File: config.mk
export PLATFORM = sky130hd
export DESIGN_NAME = flow_lamp_and_indicator_sequencer
export DESIGN_NICKNAME = d
export VERILOG_FILES = /design/src/flis_pkg.sv /design/src/flis_cfg_regs.sv /design/src/flow_lamp_and_indicator_sequencer.sv
export SDC_FILE = /design/constraint.sdc
export NUM_CORES = 1
export LEC_CHECK = 0
export BUFFER_PORTS_ARGS = -buffer_cell sky130_fd_sc_hd__buf_4
export CAP_MARGIN = 20
export CORE_MARGIN = 4
export CORE_UTILIZATION = 55
export CTS_BUF_LIST = sky130_fd_sc_hd__clkbuf_4 sky130_fd_sc_hd__clkbuf_8
export CTS_CLUSTER_SIZE = 20
export DETAILED_ROUTE_END_ITERATION = 10
export PLACE_DENSITY = 0.74
export SYNTH_ARGS = -nofsm -noshare
export SYNTH_HDL_FRONTEND = slang
export SYNTH_SLANG_ARGS = --single-unit
File: constraint.sdc
create_clock -name clk -period 7.5 [get_ports clk]
set_input_delay 0.375 -clock clk [delete_from_list [all_inputs] [get_ports clk]]
set_output_delay 0.375 -clock clk [all_outputs]
set_load 0.05 [all_outputs]
File: src/flis_pkg.sv
// flis_pkg: shared types, register map and led schedule for the flow lamp sequencer
`timescale 1ns / 1ps

package flis_pkg;

    // input word: one fast tick
    typedef struct packed {
        logic        flow_level;
        logic [15:0] tag_id;
    } flis_tick_t;

    // output word: one result per tick
    typedef struct packed {
        logic       lamp_on;
        logic [2:0] led_color;
        logic       buzzer_on;
        logic       slow_step_done;
    } flis_result_t;

    // configuration registers as seen by the datapath
    typedef struct packed {
        logic [7:0]  tick_divide;
        logic [15:0] hold_ticks;
        logic [15:0] slow_ticks_per_second;
        logic [15:0] blink_on_period;
        logic [15:0] blink_off_period;
    } flis_cfg_t;

    // apb register map
    localparam int unsigned APB_ADDR_W = 5;
    localparam int unsigned APB_DATA_W = 32;

    typedef logic [2:0] flis_reg_idx_t;
    localparam flis_reg_idx_t REG_TICK_DIVIDE  = 3'd0;
    localparam flis_reg_idx_t REG_HOLD_TICKS   = 3'd1;
    localparam flis_reg_idx_t REG_SLOW_PER_SEC = 3'd2;
    localparam flis_reg_idx_t REG_BLINK_ON     = 3'd3;
    localparam flis_reg_idx_t REG_BLINK_OFF    = 3'd4;

    // register reset values
    localparam logic [7:0]  RST_TICK_DIVIDE  = 8'd10;
    localparam logic [15:0] RST_HOLD_TICKS   = 16'd300;
    localparam logic [15:0] RST_SLOW_PER_SEC = 16'd98;
    localparam logic [15:0] RST_BLINK_ON     = 16'd25;
    localparam logic [15:0] RST_BLINK_OFF    = 16'd25;

    // schedule
    localparam logic [6:0] SCHED_LAST  = 7'd119;
    localparam logic [6:0] SCHED_START = 7'd60;
    localparam logic [6:0] SCHED_LEN   = 7'd120;

    // led code fields
    localparam int unsigned LED_BLINK_BIT = 7;

    // schedule lookup: new led code at a position, or the current one kept
    function automatic logic [7:0] flis_sched_code(input logic [6:0] pos,
                                                   input logic [7:0] cur);
        logic [7:0] code;
        code = cur;
        case (pos)
            7'd0:    code = 8'h01;
            7'd15:   code = 8'h82;
            7'd30:   code = 8'h02;
            7'd45:   code = 8'h05;
            7'd60:   code = 8'h84;
            7'd75:   code = 8'h04;
            7'd90:   code = 8'hD4;
            7'd105:  code = 8'h94;
            default: code = cur;
        endcase
        return code;
    endfunction

endpackage

File: src/flis_cfg_regs.sv
// flis_cfg_regs: apb configuration register file
`timescale 1ns / 1ps

module flis_cfg_regs
(
    input  logic                            clk,
    input  logic                            rst_n,
    input  logic                            psel,
    input  logic                            penable,
    input  logic                            pwrite,
    input  logic [flis_pkg::APB_ADDR_W-1:0] paddr,
    input  logic [flis_pkg::APB_DATA_W-1:0] pwdata,
    output logic [flis_pkg::APB_DATA_W-1:0] prdata,
    output logic                            pready,
    output flis_pkg::flis_cfg_t             cfg
);

    flis_pkg::flis_cfg_t   cfg_reg;
    flis_pkg::flis_reg_idx_t idx;
    logic                  wr_en;

    assign pready = 1'b1;
    assign idx    = paddr[4:2];
    assign wr_en  = psel && penable && pwrite;
    assign cfg    = cfg_reg;

    // register writes
    always_ff @(posedge clk or negedge rst_n)
    begin
        if (!rst_n)
        begin
            cfg_reg.tick_divide           <= flis_pkg::RST_TICK_DIVIDE;
            cfg_reg.hold_ticks            <= flis_pkg::RST_HOLD_TICKS;
            cfg_reg.slow_ticks_per_second <= flis_pkg::RST_SLOW_PER_SEC;
            cfg_reg.blink_on_period       <= flis_pkg::RST_BLINK_ON;
            cfg_reg.blink_off_period      <= flis_pkg::RST_BLINK_OFF;
        end
        else if (wr_en)
        begin
            unique case (idx)
                flis_pkg::REG_TICK_DIVIDE:  cfg_reg.tick_divide <= pwdata[7:0];
                flis_pkg::REG_HOLD_TICKS:   cfg_reg.hold_ticks <= pwdata[15:0];
                flis_pkg::REG_SLOW_PER_SEC: cfg_reg.slow_ticks_per_second <= pwdata[15:0];
                flis_pkg::REG_BLINK_ON:     cfg_reg.blink_on_period <= pwdata[15:0];
                flis_pkg::REG_BLINK_OFF:    cfg_reg.blink_off_period <= pwdata[15:0];
                default: ;
            endcase
        end
    end

    // read mux
    always_comb
    begin
        unique case (idx)
            flis_pkg::REG_TICK_DIVIDE:  prdata = {24'd0, cfg_reg.tick_divide};
            flis_pkg::REG_HOLD_TICKS:   prdata = {16'd0, cfg_reg.hold_ticks};
            flis_pkg::REG_SLOW_PER_SEC: prdata = {16'd0, cfg_reg.slow_ticks_per_second};
            flis_pkg::REG_BLINK_ON:     prdata = {16'd0, cfg_reg.blink_on_period};
            flis_pkg::REG_BLINK_OFF:    prdata = {16'd0, cfg_reg.blink_off_period};
            default:                    prdata = '0;
        endcase
    end

endmodule

File: src/flow_lamp_and_indicator_sequencer.sv
// flow_lamp_and_indicator_sequencer: flow pulse lamp hold, led schedule and buzzer per tick
//
//   channel   direction  handshake                  word
//   tick      in         tick_valid / tick_stall    flis_tick_t (flow_level, tag_id)
//   result    out        result_valid / result_stall flis_result_t
//   config    in         apb psel/penable/pwrite    five registers at 4*index
//
// one tick per clock while tick_stall is low; the result word appears in the cycle after the tick is taken
// all state updates in one pass between the tick and the result register
// reset: lamp on, schedule at position 60, led off, config at its defaults
// result_stall holds the result register; tick_stall is raised only while
// a held result is still waiting
`timescale 1ns / 1ps

module flow_lamp_and_indicator_sequencer
#(
    parameter int unsigned PULSE_COUNT_BITS = 8
)
(
    input  logic                            clk,
    input  logic                            rst_n,
    input  logic                            tick_valid,
    output logic                            tick_stall,
    input  flis_pkg::flis_tick_t            tick,
    output logic                            result_valid,
    input  logic                            result_stall,
    output flis_pkg::flis_result_t          result,
    input  logic                            psel,
    input  logic                            penable,
    input  logic                            pwrite,
    input  logic [flis_pkg::APB_ADDR_W-1:0] paddr,
    input  logic [flis_pkg::APB_DATA_W-1:0] pwdata,
    output logic [flis_pkg::APB_DATA_W-1:0] prdata,
    output logic                            pready
);

    flis_pkg::flis_cfg_t cfg;

    flis_cfg_regs u_cfg
    (
        .clk     (clk),
        .rst_n   (rst_n),
        .psel    (psel),
        .penable (penable),
        .pwrite  (pwrite),
        .paddr   (paddr),
        .pwdata  (pwdata),
        .prdata  (prdata),
        .pready  (pready),
        .cfg     (cfg)
    );

    // state
    logic                        prev_level_reg;
    logic [PULSE_COUNT_BITS-1:0] pulse_count_reg, pulse_count_next;
    logic [PULSE_COUNT_BITS-1:0] count_at_step_reg;
    logic [7:0]                  tick_phase_reg, tick_phase_next;
    logic [15:0]                 hold_reg, hold_next;
    logic [15:0]                 second_phase_reg, second_phase_next;
    logic [6:0]                  sched_pos_reg, sched_pos_next;
    logic [7:0]                  led_code_reg, led_code_next;
    logic                        buzzer_reg, buzzer_next;
    logic [15:0]                 blink_count_reg, blink_count_next;
    logic                        lamp_reg, lamp_next;
    logic [2:0]                  shown_color_reg, shown_color_next;
    logic                        result_valid_reg;
    flis_pkg::flis_result_t      result_reg;

    logic        accept;
    logic        fire;
    logic        advance;
    logic [7:0]  tick_inc;
    logic [15:0] second_inc;
    logic [15:0] blink_inc;
    logic [16:0] blink_limit;
    logic        in_window;

    // handshake: take a tick unless a result is stuck in the output register
    assign tick_stall   = result_valid_reg && result_stall;
    assign accept       = tick_valid && !tick_stall;
    assign result_valid = result_valid_reg;
    assign result       = result_reg;

    // fast tick: pulse count and slow step divider
    assign pulse_count_next = pulse_count_reg
                            + PULSE_COUNT_BITS'(tick.flow_level && !prev_level_reg);
    assign tick_inc         = tick_phase_reg + 8'd1;
    assign fire             = tick_inc >= cfg.tick_divide;
    assign tick_phase_next  = fire ? 8'd0 : tick_inc;

    // schedule advance divider
    assign second_inc        = second_phase_reg + 16'd1;
    assign advance           = second_inc >= cfg.slow_ticks_per_second;
    assign second_phase_next = advance ? 16'd0 : second_inc;

    // slow step datapath
    always_comb
    begin
        // lamp hold
        if (pulse_count_next != count_at_step_reg)
            hold_next = cfg.hold_ticks;
        else if (hold_reg != 16'd0)
            hold_next = hold_reg - 16'd1;
        else
            hold_next = hold_reg;
        lamp_next = hold_next != 16'd0;

        // schedule and buzzer
        if (advance)
        begin
            led_code_next  = flis_pkg::flis_sched_code(sched_pos_reg, led_code_reg);
            sched_pos_next = (sched_pos_reg == flis_pkg::SCHED_LAST) ? 7'd0
                                                                    : sched_pos_reg + 7'd1;
            buzzer_next    = buzzer_reg ^ (tick.tag_id == 16'd0);
        end
        else
        begin
            led_code_next  = led_code_reg;
            sched_pos_next = sched_pos_reg;
            buzzer_next    = buzzer_reg;
        end

        // blink
        blink_inc   = led_code_next[flis_pkg::LED_BLINK_BIT] ? blink_count_reg + 16'd1
                                                             : 16'd0;
        blink_limit = {1'b0, cfg.blink_on_period} + {1'b0, cfg.blink_off_period};
        in_window   = (blink_inc >= cfg.blink_on_period)
                   && ({1'b0, blink_inc} <= blink_limit);
        if (in_window)
        begin
            shown_color_next = led_code_next[6:4];
            blink_count_next = blink_inc;
        end
        else
        begin
            shown_color_next = led_code_next[2:0];
            blink_count_next = ({1'b0, blink_inc} > blink_limit) ? 16'd0 : blink_inc;
        end
    end

    // state registers
    always_ff @(posedge clk or negedge rst_n)
    begin
        if (!rst_n)
        begin
            prev_level_reg    <= 1'b0;
            pulse_count_reg   <= '0;
            count_at_step_reg <= '0;
            tick_phase_reg    <= 8'd0;
            hold_reg          <= 16'd0;
            second_phase_reg  <= 16'd0;
            sched_pos_reg     <= flis_pkg::SCHED_START;
            led_code_reg      <= 8'd0;
            buzzer_reg        <= 1'b0;
            blink_count_reg   <= 16'd0;
            lamp_reg          <= 1'b1;
            shown_color_reg   <= 3'd0;
        end
        else if (accept)
        begin
            prev_level_reg  <= tick.flow_level;
            pulse_count_reg <= pulse_count_next;
            tick_phase_reg  <= tick_phase_next;
            if (fire)
            begin
                count_at_step_reg <= pulse_count_next;
                hold_reg          <= hold_next;
                lamp_reg          <= lamp_next;
                second_phase_reg  <= second_phase_next;
                sched_pos_reg     <= sched_pos_next;
                led_code_reg      <= led_code_next;
                buzzer_reg        <= buzzer_next;
                blink_count_reg   <= blink_count_next;
                shown_color_reg   <= shown_color_next;
            end
        end
    end

    // result register valid
    always_ff @(posedge clk or negedge rst_n)
    begin
        if (!rst_n)
            result_valid_reg <= 1'b0;
        else if (accept)
            result_valid_reg <= 1'b1;
        else if (!result_stall)
            result_valid_reg <= 1'b0;
    end

    // result register word
    always_ff @(posedge clk)
    begin
        if (accept)
        begin
            result_reg.lamp_on        <= fire ? lamp_next : lamp_reg;
            result_reg.led_color      <= fire ? shown_color_next : shown_color_reg;
            result_reg.buzzer_on      <= fire ? buzzer_next : buzzer_reg;
            result_reg.slow_step_done <= fire;
        end
    end

    // checks
    a_phase_clear: assert property (@(posedge clk) disable iff (!rst_n)
        accept && fire |=> tick_phase_reg == 8'd0)
        else $error("tick phase not cleared after slow step");

    a_sched_range: assert property (@(posedge clk) disable iff (!rst_n)
        sched_pos_reg < flis_pkg::SCHED_LEN)
        else $error("schedule position out of range");

    a_hold_between_steps: assert property (@(posedge clk) disable iff (!rst_n)
        accept && !fire |=> $stable(hold_reg) && $stable(shown_color_reg)
                            && $stable(led_code_reg))
        else $error("slow state changed without a slow step");

    a_blink_idle: assert property (@(posedge clk) disable iff (!rst_n)
        !led_code_reg[flis_pkg::LED_BLINK_BIT] |-> blink_count_reg == 16'd0)
        else $error("blink counter running with blinking off");

    a_result_after_accept: assert property (@(posedge clk) disable iff (!rst_n)
        accept |=> result_valid_reg && result_reg.slow_step_done == $past(fire))
        else $error("result word missing after accepted tick");

endmodule

## Word level (Yosys, flattened, before mapping)

Cells that the tools add are included.

| operators by class | value |
|---|---|
| add/subtract/negate cells | 7 |
| order comparisons | 5 |
| equality and inequality tests | 14 |
| multiplexer cells | 18 |
| bitwise gates (word level) | 1 |
| reduce and logical (&&, ||, !) cells | 22 |

Operators by type and width:

| operator | count |
|---|---|
| $mux W16 | 6 |
| $pmux W16 S5 | 1 |
| $pmux W8 S8 | 1 |
| $add A16 B1 Y16 const B | 2 |
| $ge A16 B16 Y1 | 2 |
| $reduce_bool A16 Y1 | 2 |
| $eq A7 B7 Y1 const B | 4 |
| $add A16 B16 Y17 | 1 |
| $gt A16 B17 Y1 | 1 |
| $le A16 B17 Y1 | 1 |
| $logic_not A16 Y1 | 1 |
| $mux W8 | 2 |
| $sub A16 B1 Y16 const B | 1 |
| $eq A7 B6 Y1 const B | 2 |
| $reduce_and A2 Y1 | 6 |
| $add A8 B1 Y8 | 1 |
| $add A8 B1 Y8 const B | 1 |
| $ge A8 B8 Y1 | 1 |
| $ne A8 B8 Y1 | 1 |
| $reduce_bool A8 Y1 | 1 |
| $add A7 B1 Y7 const B | 1 |
| $eq A7 B4 Y1 const B | 1 |
| $eq A7 B5 Y1 const B | 1 |
| $logic_not A7 Y1 | 1 |
| 13 further kinds | 25 |

| word-level totals | value |
|---|---|
| bits in registers | 172 |
| input port bits | 61 |
| output and inout port bits | 41 |
| logic and storage cells | 90 |

## Logic depth before layout (Yosys ltp)

Gate-level depths: netlist (run 1).

| logic depth | value |
|---|---|
| depth in word-level cells | 8 |
| gate-level depth with buffers | 28 |
| depth with buffers taken out | 24 |

## By module

Synthesis (run 1) repeated with hierarchy kept, for this count alone.

| unflattened totals | value |
|---|---|
| cells, all modules | 1180 |
| area total of the unflattened synthesis | 11268.3 um^2 |

Modules (own cells, without submodules):

| module | instances | cells an instance | area each (um^2) | sequential area each (um^2) |
|---|---|---|---|---|
| flow_lamp_and_indicator_sequencer | 1 | 932 | 7841.3 | 2513.7 |
| flis_cfg_regs | 1 | 248 | 3427.0 | 1820.5 |

## Worst setup path before layout (run 1)

OpenSTA, ideal clock, no wires.

| timing path | value |
|---|---|
| kind | reg-to-reg |
| start point | register second_phase_reg[0] |
| end point | register result_reg, in the netlist result[2] (data pin) |
| library setup time | 0.255 ns |
| data arrival time | 5.177 ns |
| data required time | 7.245 ns |
| slack | 2.068 ns |
| stages on the path, launching flop included | 27 |
| path buffers | 2 |
| clock period less this slack | 5.432 ns |
| cells stage by stage | dfrtp_1 and3_1 nand3_1 nor2_1 and3_1 and3_1 nand3_1 xnor2_1 ha_1 a21oi_1 o21ai_1 a211oi_1 or2_1 buf_2 mux2i_2 buf_2 nor2_1 ha_1 nand3_1 nor3_1 and3_1 o31a_1 o21ai_0 a211oi_1 o211a_2 o21ai_1 a31o_1 |

| on the way | value |
|---|---|
| cells in the longest elaborated chain, start to end | 8 |
| elaborated cells on any way between the ends | 9 |
| those cells by class | 1 x add/sub; 3 x order compare; 4 x mux; 1 x reduce/logical |

Ends and longest elaborated chain:

| what | line | source |
|---|---|---|
| start: declaration | flow_lamp_and_indicator_sequencer.sv:59 | `logic [15:0] second_phase_reg, second_phase_next;` |
| start signal: assignment | flow_lamp_and_indicator_sequencer.sv:169 | `second_phase_reg <= second_phase_next;` |
| $add A16 B1 Y16 (*) | flow_lamp_and_indicator_sequencer.sv:92 | `assign second_inc = second_phase_reg + 16'd1;` |
| $ge A16 B16 Y1 (*) | flow_lamp_and_indicator_sequencer.sv:93 | `assign advance = second_inc >= cfg.slow_ticks_per_second;` |
| $mux W8 (*) | flow_lamp_and_indicator_sequencer.sv:109 | `if (advance)` |
| $mux W16 | flow_lamp_and_indicator_sequencer.sv:124 | `blink_inc = led_code_next[flis_pkg::LED_BLINK_BIT] ? blink_count_reg + 16'd1` |
| $le A16 B17 Y1 / $ge A16 B16 Y1 (equally long branches) | flow_lamp_and_indicator_sequencer.sv:128, flow_lamp_and_indicator_sequencer.sv:127 |  |
| $logic_and A1 B1 Y1 | flow_lamp_and_indicator_sequencer.sv:128 | `&& ({1'b0, blink_inc} <= blink_limit);` |
| $mux W3 (*) | flow_lamp_and_indicator_sequencer.sv:129 | `if (in_window)` |
| $mux W3 (*) | - |  |
| end: declaration | flow_lamp_and_indicator_sequencer.sv:67 | `flis_pkg::flis_result_t result_reg;` |

Mark *: on every way between the ends. The rest lies on a longest branch, timed or not.
A chain may end at the register's enable or synchronous reset.

## Worst setup path after layout (run 1)

| timing path | value |
|---|---|
| start point | register second_phase_reg[0] |
| end point | register blink_count_reg[10] |

| on the way | value |
|---|---|
| cells in the longest elaborated chain, start to end | 7 |
| elaborated cells on any way between the ends | 10 |
| those cells by class | 1 x add/sub; 4 x order compare; 4 x mux; 1 x reduce/logical |

Ends and longest elaborated chain:

| what | line | source |
|---|---|---|
| $add A16 B1 Y16 (*) | flow_lamp_and_indicator_sequencer.sv:92 |  |
| $ge A16 B16 Y1 (*) | flow_lamp_and_indicator_sequencer.sv:93 |  |
| $mux W8 (*) | flow_lamp_and_indicator_sequencer.sv:109 |  |
| $mux W16 (*) | flow_lamp_and_indicator_sequencer.sv:124 |  |
| $gt A16 B17 Y1, or another cell as far along | flow_lamp_and_indicator_sequencer.sv:137 | `blink_count_next = ({1'b0, blink_inc} > blink_limit) ? 16'd0 : blink_inc;` |
| $mux W16 / $logic_and A1 B1 Y1 (equally long branches) | flow_lamp_and_indicator_sequencer.sv:137, flow_lamp_and_indicator_sequencer.sv:128 |  |
| $mux W16 (*) | flow_lamp_and_indicator_sequencer.sv:129 |  |
| end signal: assignment | flow_lamp_and_indicator_sequencer.sv:173 | `blink_count_reg <= blink_count_next;` |
| end: declaration | flow_lamp_and_indicator_sequencer.sv:63 | `logic [15:0] blink_count_reg, blink_count_next;` |

Marked as above.

==> results of run 1 <==
==> worst min-delay path by stage <==
stage                               startpoint                              to  depth (start not counted)
after global routing                tick_valid        result_valid$_DFFE_PN0P_                          2
after global placement    lamp_reg$_DFFE_PN1P_            lamp_reg$_DFFE_PN1P_                          2
after floorplan                          rst_n  blink_count_reg[0]$_DFFE_PN0P_                          0
after detailed placement  lamp_reg$_DFFE_PN1P_            lamp_reg$_DFFE_PN1P_                          2
final                               tick_valid        result_valid$_DFFE_PN0P_                          2
after CTS                           tick_valid        result_valid$_DFFE_PN0P_                          2
==> what timing repair did <==
| item | in CTS | in global routing |
|---|---|---|
| setup endpoints to repair | 0 | 0 |
| gates resized for setup | 0 | 0 |
| endpoints found under the hold margin | 53 | 0 |
| hold buffers | 1 | 0 |
| buffers inserted | 0 | 0 |
==> cells by family (layout without fill, tap and decap cells) <==
family	after synthesis	count (layout)	share of synthesized area, %
AO/OA/AOI/OAI	270	270	16.0
XOR/XNOR	76	76	5.96
adder cells (fa/ha/maj)	82	82	9.26
buffers and inverters	115	159	4.55
flip-flops	171	171	38.8
multiplexers	89	89	8.89
other	2	17	0.0673
AND/OR/NAND/NOR	383	383	16.5
==> critical path: cells and delay by family (launching register included) <==
kind / cells / cell delay (ns)
adders and majority gates: 2 / 0.59
muxes: 1 / 0.24
buffers and inverters: 1 / 0.25
DFF: 1 / 0.44
AOI/OAI and AO/OA: 9 / 2.13
and+or+nand+nor: 11 / 2.87
xor gates and xnor gates: 1 / 0.21
==> layout make-up <==
type / instances / area, µm² / share of cell area (%)
well taps: 265 / 332 / 2.72
clock buffers: 19 / 255 / 2.09
multi-input cells: 917 / 6390 / 52.4
clock inverters: 13 / 125 / 1.03
flip-flops and latches: 171 / 4330 / 35.5
repair buffers: 76 / 577 / 4.73
inverters: 51 / 191 / 1.57
==> metrics by stage <==
step	power, mW	hold slack, ns	cells
after floorplan	2.21	0.0794	1203
after global placement	2.50	0.453	1479
after detailed placement	2.54	0.459	1479
after CTS	3.20	0.0788	1512
after global routing	3.40	0.0732	1512
final	3.18	0.102	1512
==> power by group through the flow <==
stage	Clock (mW)	Combinational (mW)	Sequential (mW)
final	0.646	1.21	1.33
after global routing	0.697	1.35	1.35
after CTS	0.663	1.21	1.32
after detailed placement	0	1.20	1.34
after global placement	0	1.17	1.34
after floorplan	0	0.922	1.29
==> per-layer routing <==
layer | share of wire [%] | routed length [µm]
met1 | 46 | 12200
met2 | 48 | 12800
met3 | 5.1 | 1370
met4 | 1.7 | 455
met5 | 0 | 0
==> synthesized netlist by cell type (all sizes together), types with 15 or more instances <==
master	n
nor4	15
buf	29
inv	51
mux2	68
a21oi	52
nor2	79
and3	19
mux2i	20
xor2	33
xnor2	43
o21ai	85
a21o	18
nand3	44
clkbuf	35
nand2	139
a22o	16
dfrtp	145
dfstp	20
ha	81
==> out/qor.yml, run 1 <==
outcome:
  outcome: "finished, final reports clean"
routing:
  totalWireLength_um: 26900
  dr.pass1.iters: 5
  vias: 8926
  avgRoutedWirePerCell_um: 17.8
  post-route-drc-count: 0
  avgViaCountPerCell: 5.90
  drt-initial-drc-count: 586
  antenna_left: 0
setup_path:
  cp_max_fo: 19
  critPathMaxStageDelay_ns: 0.72
  critPathKind: "flip-flop to flip-flop"
  r2r_start: "second_phase_reg[0]$_DFFE_PN0P_"
  required_ns: 7.90
  end_kind: "flip-flop"
  reg2reg_depth: 25
  crit_start: "second_phase_reg[0]$_DFFE_PN0P_"
  slowest_stage: "nor2_1"
  arrival_ns: 7.20
  regToRegSetupSlack_ns: 0.71
  r2r_end: "blink_count_reg[10]$_DFFE_PN0P_"
  endpoint: "blink_count_reg[10]$_DFFE_PN0P_"
  crit_top_cell: "and3_1"
  startpoint_type: "flip-flop"
yosys:
  synth_ff_type: "dfrtp_1"
  yosysUniqueCellTypes: 81
  yosysTopAreaCellShare_pct: 32.5
  synth_edf_count: 6
  synth_seq_cells: 171
  synthTopCellsByArea: "dfrtp_1 32%, ha_1 9.1%, mux2_2 6.9%, dfstp_2 4.7%, nand2_1 4.6%"
  seq_area_frac_synth_pct: 38.8
  synth_top_cell_by_area: "dfrtp_1"
  synthCells: 1188
  ys_warn_count: 0
  async_flop_share_pct: 96.5
  synth.avg_cell_area_um2: 9.40
  syn-cell-area_um2: 11200
global_routing:
  grt_pass1_wl_um: 43900
  track_usage_pct: 24.5
  antenna_found_initial: 0
  grt-ovfl-total: 0
  busiest_layer: "met2"
  grtUsageMet1_pct: 33.9
  met3_usage_pct: 5.03
  grt_max_degree: 90
  first_global_vias: 8626
  grtUsageMet2_pct: 39.8
flow_run:
  drv_cap: 0
place:
  io_buffers: 66
  dp_hpwl_um: 20100
  dp_slack_ns: 0.801
  placed_cell_area_um2: 11800
  routabilityCongestion: 0.866
sta:
  tightest_slew_ns: 0.973
  setup_tns_ns: 0
  drv_slew: 0
  rsz0062_at_grt: "no"
  fmax_ghz: 0.147
  max_slew_margin_pct: 35.2
  finalCriticalPeriod_ns: 6.79
  finClkSkew_ns: 0.0222
  worst_slack_ns: 0.706
  finalHoldViolCount: 0
  setup_viol: 0
  period_share_pct: 90.6
power:
  p_int_mw: 1.88
  pwr-share-seq_pct: 41.7
  p_comb_share_pct: 38.0
  max-vdd-ir-drop_v: 0.000160
  power_leakage_nw: 5.58
  power_frac_clock_pct: 20.3
  p_per_area_nw_per_um2: 261
  swShare_pct: 41.0
  switchingPower_mw: 1.30
hold_path:
  min_path_type: "input port to flip-flop"
clock_tree:
  cts_tree: "built"
  cts.sinks: 171
  worst_skew_pair.late_latency_ns: 0.48
  root_buffer: "clkbuf_8"
  clockBufferDepth: 2
  cts_made_buffers: 17
  clkTransAtPathRegs_ns: 0.10
  htree_levels: 4
floorplan:
  die_y_um: 150
  fp.dieArea_um2: 22600
  pin_count: 102
  die_width_um: 150
  core-area_um2: 19700
  rows: 51
  start_util_pct: 56.6
layout:
  postLayoutCoreUtil_pct: 61.9
  n_fill_cell: 1657
  largest_reg_flops: 72
  final_common_cell: "dfrtp_1"
  finish.instance_area_um2: 12200
  area_growth_pct: 9.32
  insertedDiodeCount: 0
  layout-drive-gt1-share_pct: 17.6
  final_nets: 1377
  final_cell_mix: "145 x dfrtp_1, 138 x nand2_1, 81 x ha_1"
Power figures use the tool's default switching activity.
==> run 2, diff against run 1 <==
--- a/config.mk
+++ b/config.mk
@@ -8,11 +8,11 @@
 export BUFFER_PORTS_ARGS = -buffer_cell sky130_fd_sc_hd__buf_4
 export CAP_MARGIN = 20
 export CORE_MARGIN = 4
-export CORE_UTILIZATION = 55
+export CORE_UTILIZATION = 45
 export CTS_BUF_LIST = sky130_fd_sc_hd__clkbuf_4 sky130_fd_sc_hd__clkbuf_8
 export CTS_CLUSTER_SIZE = 20
 export DETAILED_ROUTE_END_ITERATION = 10
-export PLACE_DENSITY = 0.74
+export PLACE_DENSITY = 0.62
 export SYNTH_ARGS = -nofsm -noshare
 export SYNTH_HDL_FRONTEND = slang
 export SYNTH_SLANG_ARGS = --single-unit
==> run 2 against run 1 <==
Power grew 3.4%. Critical endpoint is now result[2]$_DFFE_PP_. Hold slack lost 0.12 ns. The run now ends with negative hold slack left. Via count shrank 2.4%.
==> out/qor.yml, run 2 (synthesized netlist as in run 1, its figures left out) <==
routing:
  dr.pass1.iters: 4  # -1
  vias: 8712  # -2.4%
  avgRoutedWirePerCell_um: 17.5  # -1.5%
  drt-initial-drc-count: 516  # -12%
  avgViaCountPerCell: 5.55  # -6.1%
  totalWireLength_um: 27500  # +2.3%
  antenna_left: 0  # unchanged
  post-route-drc-count: 0  # unchanged
sta:
  setup_viol: 0  # unchanged
  fmax_ghz: 0.151  # +2.8%
  whs_ns: -0.0141  # -0.116 ns
  drv_slew: 0  # unchanged
  setup_tns_ns: 0  # unchanged
  finalCriticalPeriod_ns: 6.61  # -0.182 ns
  rsz0062_at_grt: "no"
  finalHoldViolCount: 2  # +2
  tightest_slew_ns: 1.08  # +0.111 ns
  max_slew_margin_pct: 27.7  # -7.4 points
  period_share_pct: 88.2  # -2.4 points
  finClkSkew_ns: 0.0223  # +0.000135 ns
layout:
  layout.cells.non_filler: 1571  # +3.9%
  final_nets: 1377  # unchanged
  final_common_cell: "dfrtp_1"
  layout-drive-gt1-share_pct: 17.8  # +0.16 points
  n_fill_cell: 2280  # +38%
  insertedDiodeCount: 0  # unchanged
  largest_reg_flops: 72  # unchanged
  finish.instance_area_um2: 12400  # +1.2%
  area_growth_pct: 10.6
  postLayoutCoreUtil_pct: 50.6  # -11 points
  final_cell_mix: "145 x dfrtp_1, 138 x nand2_1, 81 x ha_1"
global_routing:
  track_usage_pct: 20.8  # -3.7 points
  first_global_vias: 8679  # +0.61%
  grt_max_degree: 95  # +5.6%
  grt-ovfl-total: 0  # unchanged
  grt_pass1_wl_um: 45400  # +3.4%
  antenna_found_initial: 0  # unchanged
clock_tree:
  postCtsSetupRepairBufs: 0  # unchanged
  worst_skew_pair.late_latency_ns: 0.47  # about the same
  htree_levels: 4  # unchanged
  post_cts.resized_instances: 0  # unchanged
  clkTransAtPathRegs_ns: 0.11  # about the same
  cts_made_buffers: 17  # unchanged
  cts.sinks: 171  # unchanged
  cts_tree: "built"
  clockBufferDepth: 2  # unchanged
  root_buffer: "clkbuf_8"
  cts_hold_buf: 0  # -1
setup_path:
  r2r_start: "second_phase_reg[0]$_DFFE_PN0P_"
  arrival_ns: 6.83  # -0.37 ns
  regToRegSetupSlack_ns: 0.89  # +0.18 ns
  startpoint_type: "flip-flop"
  required_ns: 7.72  # -0.18 ns
  cp_max_fo: 19  # unchanged
  reg2reg_depth: 26  # +4.0%
  critPathKind: "flip-flop to flip-flop"
  crit_start: "second_phase_reg[0]$_DFFE_PN0P_"
  end_kind: "flip-flop"
flow_run:
  drv_cap: 0  # unchanged
power:
  p_per_area_nw_per_um2: 267  # +2.2%
  max-vdd-ir-drop_v: 0.000142  # -11%
  power_mw: 3.29  # +3.4%
  power_leakage_nw: 5.62  # +0.65%
floorplan:
  core-area_um2: 24400  # +24%
  die_width_um: 166  # +10%
  start_util_pct: 45.8  # -11 points
  fp.dieArea_um2: 27400  # +21%
  die_y_um: 166  # +10%
  rows: 57  # +12%
  pin_count: 102  # unchanged
place:
  placed_cell_area_um2: 11900  # +0.71%
  io_buffers: 66  # unchanged
  routabilityCongestion: 0.810  # -6.5%
  dp_hpwl_um: 20500  # +2.3%
  placed_cells: 1539  # +4.1%
hold_path:
  min_path_type: "input port to async pin"
outcome:
  outcome: "finished, violations left"
  violations: "negative hold slack"
## run 2: power breakdown
part,total (mW),switching (mW),internal (mW)
combinational,1.21,0.708,0.501
sequential,1.33,0.206,1.12
clock,0.755,0.379,0.376
## run 2: path summary, 6_finish.rpt
check / to
min in group clk: prev_level_reg$_DFFE_PN0P_
worst min-delay path: u_cfg.cfg[43]$_DFFE_PN0P_
worst min register to register: prev_level_reg$_DFFE_PN0P_
worst max-delay path: result[2]$_DFFE_PP_
worst max register to register: result[2]$_DFFE_PP_
max in group asynchronous: hold_reg[5]$_DFFE_PN0P_
## run 2: per-stage QoR
step / setup WS, ns / hold slack, ns
floorplan: 2.07 / 0.0794
global placement: 1.11 / 0.455
detailed placement: 0.952 / 0.463
CTS: 0.931 / 0.0137
global route: 0.283 / 0.0338
finish: 0.888 / -0.0141
## run 2: final cells by class
type | instances | area, µm² | area share [%]
Multi-Input combinational cell | 917 | 6390 | 51.8
Sequential cell | 171 | 4330 | 35.1
Timing Repair Buffer | 76 | 574 | 4.65
Tap cell | 324 | 405 | 3.28
Clock buffer | 18 | 241 | 1.96
Clock inverter | 14 | 209 | 1.69
Inverter | 51 | 191 | 1.55
## run 2: routing by layer
metal  part of all wire, %  global-route usage [%]  up-vias
met4                   2.2                    6.82        0
met1                    47                    29.0     4186
li1                      -                       -     4334
met3                   4.2                    3.75       33
met2                    47                    33.0      159
met5                     0                       0        -
## run 2: critical path, stage by stage (launching register included)
cell and delay (ns):
dfrtp_1 0.45, and3_1 0.18, nand3_1 0.16, nor2_1 0.28
and3_1 0.29, and3_1 0.26, nand3_1 0.12, xnor2_1 0.23
ha_1 0.29, a21oi_1 0.14, o21ai_1 0.25, a211oi_1 0.34
buf_4 0.20, or2_1 0.28, mux2i_2 0.24, buf_4 0.25
nor2_1 0.12, ha_1 0.31, nand2_1 0.07, nor3_1 0.25
and3_1 0.24, o31a_1 0.15, o21ai_0 0.08, a211oi_1 0.43
o211a_2 0.38, o21ai_1 0.14, a31o_1 0.24
